### src/sv/stb_pkg.sv
`timescale 1ns / 1ps
`default_nettype none

package stb_pkg;

    localparam int TIMER_SLOTS = 16;
    localparam int SLOT_W      = $clog2(TIMER_SLOTS);
    localparam int CNT_W       = $clog2(TIMER_SLOTS + 1);

    localparam logic [2:0] MODE_TICK   = 3'd0;
    localparam logic [2:0] MODE_CREATE = 3'd1;
    localparam logic [2:0] MODE_START  = 3'd2;
    localparam logic [2:0] MODE_STOP   = 3'd3;
    localparam logic [2:0] MODE_CHPER  = 3'd4;
    localparam logic [2:0] MODE_QUERY  = 3'd5;

    typedef logic [SLOT_W-1:0] t_slot;
    typedef logic [CNT_W-1:0]  t_count;

endpackage

`default_nettype wire

### src/sv/software_timer_bank_unit.sv
`timescale 1ns / 1ps
`default_nettype none

// Bank of software timers driven by tick and command items. An item is taken when start is
// high and busy is low. Create and query items finish straight from idle. Start, stop and
// change period items walk the active list to take the timer out, and start and change
// period then put it back at the end. A tick walks the list entry by entry in start order
// with a single adder and comparator. Results come from an output register and are shown for
// exactly one cycle under o_valid. A firing is held until the next firing is found or the
// walk ends, so that the final result can carry o_last. The receiver cannot stall, so the
// results of one tick may arrive in consecutive cycles and must all be taken. The last
// result of every item carries o_last.
module software_timer_bank_unit
    import stb_pkg::*;
(
    input  wire         i_clk,
    input  wire         i_rst_n,
    input  wire         start,
    output logic        busy,
    input  wire  [2:0]  i_mode,
    input  wire  [3:0]  i_timer_id,
    input  wire         i_repeat_flag,
    input  wire  [31:0] i_period_ticks,
    output logic        o_valid,
    output logic        o_fired,
    output logic [3:0]  o_fired_id,
    output logic        o_last,
    output logic [31:0] o_now_ticks,
    output logic        o_slot_is_active
);

    localparam logic [1:0] S_IDLE   = 2'd0;
    localparam logic [1:0] S_REMOVE = 2'd1;
    localparam logic [1:0] S_TICK   = 2'd2;

    logic [1:0]       r_state;
    logic [2:0]       r_mode;
    t_slot            r_id;
    logic [31:0]      r_tick;
    logic             r_rep [TIMER_SLOTS];
    logic [31:0]      r_per [TIMER_SLOTS];
    logic [31:0]      r_exp [TIMER_SLOTS];
    logic [TIMER_SLOTS-1:0] r_act;
    t_slot            r_list [TIMER_SLOTS];
    t_count           r_count;
    t_count           r_i;
    t_count           r_w;
    logic             r_pend;
    logic [3:0]       r_pend_id;
    logic             r_pend_act;
    logic             r_out_valid;
    logic             r_out_fired;
    logic [3:0]       r_out_id;
    logic             r_out_last;
    logic             r_out_act;

    logic [31:0] id_ext;
    logic        id_ok;
    t_slot       id_slot;
    t_slot       walk_slot;
    logic [31:0] walk_ext;
    logic [31:0] operand;
    logic [31:0] sum;
    logic        fire;
    logic        walk_end;
    logic        room;

    assign id_ext    = 32'(i_timer_id);
    assign id_ok     = id_ext < 32'(TIMER_SLOTS);
    assign id_slot   = id_ext[SLOT_W-1:0];
    assign walk_slot = r_list[r_i[SLOT_W-1:0]];
    assign walk_ext  = 32'(walk_slot);
    assign walk_end  = r_i == r_count;
    assign room      = r_w < t_count'(TIMER_SLOTS);

    // One adder serves both the re-arm of a firing timer and a start or change of period.
    assign operand = (r_state == S_TICK) ? r_per[walk_slot] : r_per[r_id];
    assign sum     = r_tick + operand;
    assign fire    = r_exp[walk_slot] < r_tick;

    assign busy             = r_state != S_IDLE;
    assign o_valid          = r_out_valid;
    assign o_fired          = r_out_fired;
    assign o_fired_id       = r_out_id;
    assign o_last           = r_out_last;
    assign o_now_ticks      = r_tick;
    assign o_slot_is_active = r_out_act;

    always_ff @(posedge i_clk) begin
        if (!i_rst_n) begin
            r_state     <= S_IDLE;
            r_mode      <= MODE_QUERY;
            r_id        <= '0;
            r_tick      <= '0;
            r_act       <= '0;
            r_count     <= '0;
            r_i         <= '0;
            r_w         <= '0;
            r_pend      <= 1'b0;
            r_pend_id   <= '0;
            r_pend_act  <= 1'b0;
            r_out_valid <= 1'b0;
            r_out_fired <= 1'b0;
            r_out_id    <= '0;
            r_out_last  <= 1'b0;
            r_out_act   <= 1'b0;
            for (int k = 0; k < TIMER_SLOTS; k++) begin
                r_rep[k] <= 1'b0;
                r_per[k] <= '0;
                r_exp[k] <= '0;
            end
        end else begin
            r_out_valid <= 1'b0;
            case (r_state)
                S_IDLE: begin
                    if (start) begin
                        r_mode <= i_mode;
                        r_id   <= id_slot;
                        r_i    <= '0;
                        r_w    <= '0;
                        r_pend <= 1'b0;
                        if (i_mode == MODE_TICK) begin
                            r_tick  <= r_tick + 32'd1;
                            r_state <= S_TICK;
                        end else if (id_ok && (i_mode == MODE_START || i_mode == MODE_STOP
                                               || i_mode == MODE_CHPER)) begin
                            r_act[id_slot] <= 1'b0;
                            if (i_mode == MODE_CHPER) begin
                                r_per[id_slot] <= i_period_ticks;
                            end
                            r_state <= S_REMOVE;
                        end else begin
                            if (id_ok && i_mode == MODE_CREATE) begin
                                r_rep[id_slot] <= i_repeat_flag;
                                r_per[id_slot] <= i_period_ticks;
                            end
                            r_out_valid <= 1'b1;
                            r_out_fired <= 1'b0;
                            r_out_id    <= '0;
                            r_out_last  <= 1'b1;
                            r_out_act   <= id_ok ? r_act[id_slot] : 1'b0;
                        end
                    end
                end
                S_REMOVE: begin
                    if (walk_end) begin
                        if (r_mode != MODE_STOP) begin
                            r_exp[r_id] <= sum;
                            r_act[r_id] <= 1'b1;
                            r_count     <= room ? r_w + t_count'(1) : r_w;
                        end else begin
                            r_count <= r_w;
                        end
                        r_out_valid <= 1'b1;
                        r_out_fired <= 1'b0;
                        r_out_id    <= '0;
                        r_out_last  <= 1'b1;
                        r_out_act   <= r_mode != MODE_STOP;
                        r_state     <= S_IDLE;
                    end else begin
                        if (walk_slot != r_id) begin
                            r_w <= r_w + t_count'(1);
                        end
                        r_i <= r_i + t_count'(1);
                    end
                end
                S_TICK: begin
                    if (walk_end) begin
                        r_count     <= r_w;
                        r_out_valid <= 1'b1;
                        r_out_fired <= r_pend;
                        r_out_id    <= r_pend ? r_pend_id : 4'd0;
                        r_out_last  <= 1'b1;
                        r_out_act   <= r_pend ? r_pend_act : 1'b0;
                        r_state     <= S_IDLE;
                    end else begin
                        r_i <= r_i + t_count'(1);
                        if (fire) begin
                            if (r_rep[walk_slot]) begin
                                r_exp[walk_slot] <= sum;
                                r_w              <= r_w + t_count'(1);
                            end else begin
                                r_act[walk_slot] <= 1'b0;
                            end
                            // A firing waits for the next one so the final one can carry last.
                            if (r_pend) begin
                                r_out_valid <= 1'b1;
                                r_out_fired <= 1'b1;
                                r_out_id    <= r_pend_id;
                                r_out_last  <= 1'b0;
                                r_out_act   <= r_pend_act;
                            end
                            r_pend     <= 1'b1;
                            r_pend_id  <= walk_ext[3:0];
                            r_pend_act <= r_rep[walk_slot];
                        end else begin
                            r_w <= r_w + t_count'(1);
                        end
                    end
                end
                default: begin
                    r_state <= S_IDLE;
                end
            endcase
        end
    end

    // The active list is compacted in place: entries are read at r_i and kept at r_w.
    always_ff @(posedge i_clk) begin
        case (r_state)
            S_REMOVE: begin
                if (walk_end) begin
                    if (r_mode != MODE_STOP && room) begin
                        r_list[r_w[SLOT_W-1:0]] <= r_id;
                    end
                end else if (walk_slot != r_id) begin
                    r_list[r_w[SLOT_W-1:0]] <= walk_slot;
                end
            end
            S_TICK: begin
                if (!walk_end && (!fire || r_rep[walk_slot])) begin
                    r_list[r_w[SLOT_W-1:0]] <= walk_slot;
                end
            end
            default: begin
            end
        endcase
    end

    a_nofire_is_last: assert property (@(posedge i_clk) disable iff (!i_rst_n)
        o_valid && !o_fired |-> o_last)
        else $error("non-firing result without last");

    a_count_range: assert property (@(posedge i_clk) disable iff (!i_rst_n)
        r_count <= t_count'(TIMER_SLOTS))
        else $error("active list count out of range");

    a_list_matches_flags: assert property (@(posedge i_clk) disable iff (!i_rst_n)
        r_state == S_IDLE |-> $countones(r_act) == int'(r_count))
        else $error("active flags disagree with list length");

    a_tick_advance: assert property (@(posedge i_clk) disable iff (!i_rst_n)
        start && !busy && i_mode == MODE_TICK |=> r_tick == $past(r_tick) + 32'd1)
        else $error("tick count did not advance");

    a_walk_bound: assert property (@(posedge i_clk) disable iff (!i_rst_n)
        r_state != S_IDLE |-> r_w <= r_i && r_i <= r_count)
        else $error("list walk indexes out of order");

endmodule

`default_nettype wire
### config.mk
export PLATFORM = sky130hd
export DESIGN_NAME = software_timer_bank_unit
export DESIGN_NICKNAME = d
export VERILOG_FILES = /design/src/sv/stb_pkg.sv /design/src/sv/software_timer_bank_unit.sv
export SDC_FILE = /design/constraint.sdc
export NUM_CORES = 2
export LEC_CHECK = 0
export ABC_CLOCK_PERIOD_IN_PS = 14000
export BUFFER_PORTS_ARGS = -buffer_cell sky130_fd_sc_hd__buf_4
export CAP_MARGIN = 20
export CORE_ASPECT_RATIO = 1.75
export CORE_MARGIN = 2
export CORE_UTILIZATION = 60
export CTS_CLUSTER_SIZE = 24
export DETAILED_ROUTE_END_ITERATION = 10
export GPL_ROUTABILITY_DRIVEN = 0
export PLACE_DENSITY = 0.85
export SLEW_MARGIN = 0
export SYNTH_ARGS = -nofsm -noshare
export SYNTH_HDL_FRONTEND = slang
export SYNTH_SLANG_ARGS = --single-unit
export TNS_END_PERCENT = 1
### constraint.sdc
create_clock -name i_clk -period 14 [get_ports i_clk]
set_clock_uncertainty 0.1 [all_clocks]
set_input_delay 3.5 -clock i_clk [delete_from_list [all_inputs] [get_ports i_clk]]
set_output_delay 3.5 -clock i_clk [all_outputs]
set_load 0.01 [all_outputs]
# --- After elaboration in Yosys (flattened, before gate mapping) ---
# Memories as Yosys holds them, arrays and structs flattened. A register that Yosys moved wholly into a read port is not among the register bits.
# Index checks and enable logic that the tools add are counted.
totals:
  regBits: 86
  ram_bits: 1104
  input_bits: 43
  output_inout_bits: 41
  wordCells: 243
  mem_count: 4
memory_table:
  columns: ["name", "depth", "word_bits", "rd", "rd_clocked_by_memory_dff", "wr", "line", "text"]
  rows:
  - ["r_exp", 16, 32, 1, 0, 16, "software_timer_bank_unit.sv:42", "logic [31:0] r_exp [TIMER_SLOTS];"]
  - ["r_per", 16, 32, 2, 1, 16, "software_timer_bank_unit.sv:41", "logic [31:0] r_per [TIMER_SLOTS];"]
  - ["r_list", 16, 4, 1, 1, 1, "software_timer_bank_unit.sv:44", "t_slot r_list [TIMER_SLOTS];"]
  - ["r_rep", 16, 1, 1, 0, 16, "software_timer_bank_unit.sv:40", "logic r_rep [TIMER_SLOTS];"]
op_classes:
  n_addsub: 4
  order_cmp: 9
  eq_ne: 27
  mux: 140
  bitwise: 9
  reduce_logical: 34
ops:
  columns: ["operator", "count"]
  rows:
  - ["two-way mux 32 bit", 5]
  - ["two-way mux 16 bit", 8]
  - ["OR reduction 32 bit", 3]
  - ["two-way mux 1 bit", 79]
  - ["two-way mux 4 bit", 18]
  - ["two-way mux 5 bit", 11]
  - ["case mux 16 bit (3 select lines)", 1]
  - ["adder 32 x 1 -> 32 bit, second input constant", 1]
  - ["adder 32 bit", 1]
  - ["AND 16 bit", 2]
  - ["less-than comparator 32 bit", 1]
  - ["NOT 16 bit", 2]
  - ["!= test 2 bit, second input constant", 13]
  - ["less-than comparator 4 x 5 -> 1 bit, second input constant", 4]
  - ["case mux 5 bit (2 select lines)", 2]
  - ["bitwise OR 16 bit", 1]
  - ["case mux 5 bit (3 select lines)", 1]
  - ["AND reduction 3 bit", 5]
  - ["demux 1 bit (select 4 bit)", 3]
  - [">= comparator 4 x 1 -> 1 bit, second input constant", 3]
  - ["case mux 1 bit (3 select lines)", 4]
  - ["case mux 4 bit (3 select lines)", 1]
  - ["adder 5 x 1 -> 5 bit, second input constant", 2]
  - ["!= test 3 bit, second input constant", 3]
  - ["30 further kinds", 49]

# --- Depth between registers and ports, before layout ---
logic_depth:
  depth_word: 13
  depth_mapped: 27
  mapped_depth_nobuf: 21

# --- Worst setup path before layout ---
# OpenSTA, ideal clock, no wires.
synth_timing:
  path_kind: "input port to flip-flop"
  from: "input port i_timer_id[0]"
  to: "memory r_per[11][0] (enable)"
  setup_time_ns: 0.466
  arrival_time_ns: 6.568
  required_time_ns: 13.434
  slack_ns: 6.866
  path_stages: 4
  n_path_buf: 1
  path_cell_list: "buf_1 -> nor2b_1 -> nand3_1 -> o21ai_0"
synth_lines:
  columns: ["element", "line", "text"]
  rows:
  - ["from (decl)", "software_timer_bank_unit.sv:21", "input wire [3:0] i_timer_id,"]
  - ["to (decl)", "software_timer_bank_unit.sv:41", null]

==> impl_metrics.env <==
export IMPL_status="finished, final reports clean"
export IMPL_final_setup_viol_count=0
export IMPL_power_switching_fraction_pct=30.3
export IMPL_cp_slowest_stage_delay_ns=0.85
export IMPL_rsz0062_at_grt="no"
export IMPL_viasPerCell=6.81
export IMPL_cpMaxStageDelayCell="nand2_8"
export IMPL_synth_edf_count=1088
export IMPL_max_slew_margin_pct=26.9
export IMPL_critPathRequiredTime_ns=14.49
export IMPL_dr_pass1_iters=9
export IMPL_cts_root_buf="clkbuf_16"
export IMPL_cts_tree="done"
export IMPL_drc=0
export IMPL_path_max_fanout=119
export IMPL_timing_final_crit_share_pct=66.3
export IMPL_postRouteAntennaNets=0
export IMPL_grt_pass1_wl_mm=275
export IMPL_critPathKind="register to register"
export IMPL_grt_overflow=0
export IMPL_worst_pin_slew_ns=1.09
export IMPL_ys_ff_latch=1198
export IMPL_fin_crit_ns=9.29
export IMPL_pre_cts_ws_ns=5.08
export IMPL_p_leak_nw=24.0
export IMPL_worstSetupStartpointType="register"
export IMPL_path_clk_slew_ns=0.07
export IMPL_ir_drop_uv=103
export IMPL_syn_instance_count=5677
export IMPL_fin_tns_setup_ns=0
export IMPL_p_seq_share_pct=46.7
export IMPL_clk_latency_ns=0.76
export IMPL_core_area_sq_mm=0.102
export IMPL_rows=155
export IMPL_area_growth_synth_to_final_pct=8.43
export IMPL_die_area_sq_mm=0.105
export IMPL_drt_iter0_drc=6872
export IMPL_initial_core_util_pct=60.3
export IMPL_yosys_most_used_dff="edfxtp_1"
export IMPL_ioPinCount=84
export IMPL_fin_area_sq_mm=0.0665
export IMPL_numCtsBuffers=100
export IMPL_drv_cap=0
export IMPL_antenna_found_initial=10
export IMPL_synth_cell_types=90
export IMPL_cts_path_max_buffers=3
export IMPL_cts_hold_buf=0
export IMPL_p_per_area_mw_per_mm2=131
export IMPL_portBuffers=83
export IMPL_fin_nets=5602
export IMPL_drive_above_1_share_pct=12.0
export IMPL_clock_sinks=1198
export IMPL_p_int_w=0.00610
export IMPL_finalHoldViolations=0
export IMPL_worst_hold_path_type="register to register"
export IMPL_ctsResizeCount=0
export IMPL_dp_hpwl_mm=113
export IMPL_grt_max_degree=170
export IMPL_ctsHtreeMaxLevel=3
export IMPL_async_flop_share_pct=0
export IMPL_seq_area_frac_synth_pct=56.9
export IMPL_fin_ws_ns=4.71
export IMPL_die_h_um=427
export IMPL_p_clk_share_pct=33.6
export IMPL_wl_per_cell_um=26.9
export IMPL_fp_dieW_um=246
export IMPL_vias=47000
export IMPL_place_area_sq_mm=0.0630
export IMPL_end_kind="register"
export IMPL_worstPathArrival_ns=9.77
export IMPL_clock_fmax_mhz=108
export IMPL_mostFrequentLayoutCell="nand2_1"
export IMPL_power_frac_comb_pct=19.6
export IMPL_final_cell_mix="nand2_1, edfxtp_1, nor2_1"
export IMPL_syn_num_nets=5794
export IMPL_switchingPower_w=0.00265
export IMPL_postCtsSetupRepairBufs=0
export IMPL_synth_avg_cell_area_sq_um=10.8
export IMPL_wirelength_mm=186
export IMPL_yosysWarnings=0
export IMPL_grt_pass1_vias=46800
export IMPL_crit_chain="mux2_2 -> a2bb2oi_1 -> nand3b_1 -> nand2_8 -> buf_4 -> buf_4 -> nand3_1 -> nand3_1 -> a311oi_1 -> a21o_1 -> ha_1 -> fa_1 -> a21o_1 -> a21oi_1 -> nand2b_1 -> a311oi_1 -> o21ai_0 -> a211oi_1 -> o41ai_1 -> or4b_2 -> o311a_1 -> nor2_1"
export IMPL_synth_cell_area_sq_mm=0.0613
export IMPL_slew_viol_final=0
export IMPL_grt_total_usage_pct=35.3
-- worst paths after layout --
path	from	end	slack, ns	depth (start not counted)
worst max-delay path	register	r_exp[2][30]	4.71	22
worst min-delay path	r_pend_id[0]	o_fired_id[0]	0.36	2
worst max register to register	register	r_exp[2][30]	4.71	22
worst min register to register	r_pend_id[0]	o_fired_id[0]	0.36	2
-- power by group through the flow --
stage / Clock, W / Sequential (W) / Combinational, W
after CTS: 0.00293 / 0.00409 / 0.00165
after global routing: 0.00305 / 0.00409 / 0.00181
final: 0.00294 / 0.00409 / 0.00171
after global placement: 0 / 0.00416 / 0.00159
after floorplan: 0 / 0.00413 / 0.00112
after detailed placement: 0 / 0.00416 / 0.00164
-- cell type report --
class | count | area, sq um
Fill cell | 7200 | 35100
Sequential cell | 1198 | 34900
Multi-Input combinational cell | 3946 | 24800
Clock buffer | 129 | 2790
Tap cell | 1334 | 1670
Timing Repair Buffer | 180 | 1480
Clock inverter | 56 | 626
Inverter | 59 | 226
Antenna cell | 3 | 7.51
-- worst max-delay path, delay by kind of cell (launching register included) --
| family | cells | cell delay, ns |
|---|---|---|
| flip-flops | 1 | 0.78 |
| buffers and inverters | 2 | 1.33 |
| adder cells (fa/ha/maj) | 2 | 0.68 |
| multiplexers | 1 | 0.29 |
| AO/OA/AOI/OAI | 10 | 3.16 |
| AND/OR/NAND/NOR | 7 | 2.71 |
-- synth_stat cells, drive strengths merged (21+ instances only) --
cell	count	area, sq um
a21oi	55	279
inv	59	221
a311oi	125	1090
a211oi	23	173
xnor2	45	394
mux2i	23	243
o21ai	62	318
mux4	182	4100
a21o	48	360
dfxtp	110	2200
nor2b	52	328
and2	521	3260
nor2	619	2320
nand3	571	2860
edfxtp	1088	32700
ha	73	913
buf	102	567
clkbuf	372	1400
a31oi	52	340
o31ai	22	170
nand2	1125	4230
nand3b	34	255
nor3	21	110
and3	70	438
xor2	21	184
-- per-stage QoR --
stage / power [W] / utilization [%] / cells / hold WS [ns]
floorplan: 0.00526 / - / 5677 / 0.331
global placement: 0.00575 / 62.0 / 6710 / 0.342
detailed placement: 0.00580 / 62.0 / 6711 / 0.349
CTS: 0.00866 / 65.3 / 6896 / 0.362
global route: 0.00896 / 65.4 / 6903 / 0.376
finish: 0.00874 / 65.4 / 6905 / 0.361
-- state kept, by name, summed over array words and instances (netlist names), named ones only --
| name | flops |
|---|---|
| r_pend_act | 1 |
| o_slot_is_active | 1 |
| r_count | 5 |
| r_state | 2 |
| r_pend_id | 4 |
| r_id | 4 |
| r_mode | 3 |
| r_list | 64 |
| o_valid | 1 |
| o_fired | 1 |
| o_last | 1 |
| r_i | 5 |
| r_per | 512 |
| r_act | 16 |
| r_rep | 16 |
| o_fired_id | 4 |
| r_exp | 512 |
| r_w | 5 |
| o_now_ticks | 32 |
| r_pend | 1 |
-- layer usage --
layer / GRT usage [%] / vias to the layer above / routed length (um)
li1: - / 19800 / -
met1: 39.2 / 22300 / 55600
met2: 58.4 / 3805 / 89600
met3: 8.15 / 1098 / 23600
met4: 27.9 / 14 / 16900
met5: 0 / - / 105
-- kinds of logic after synthesis --
group	count (synthesis)	share of synthesized area [%]
and+or+nand+nor	3085	23.5
DFF	1198	56.9
buffers and inverters	533	3.56
AOI/OAI and AO/OA	504	6.34
muxes	217	7.30
adders and majority gates	74	1.52
xor gates and xnor gates	66	0.943
(Power assumes the default switching activity.)
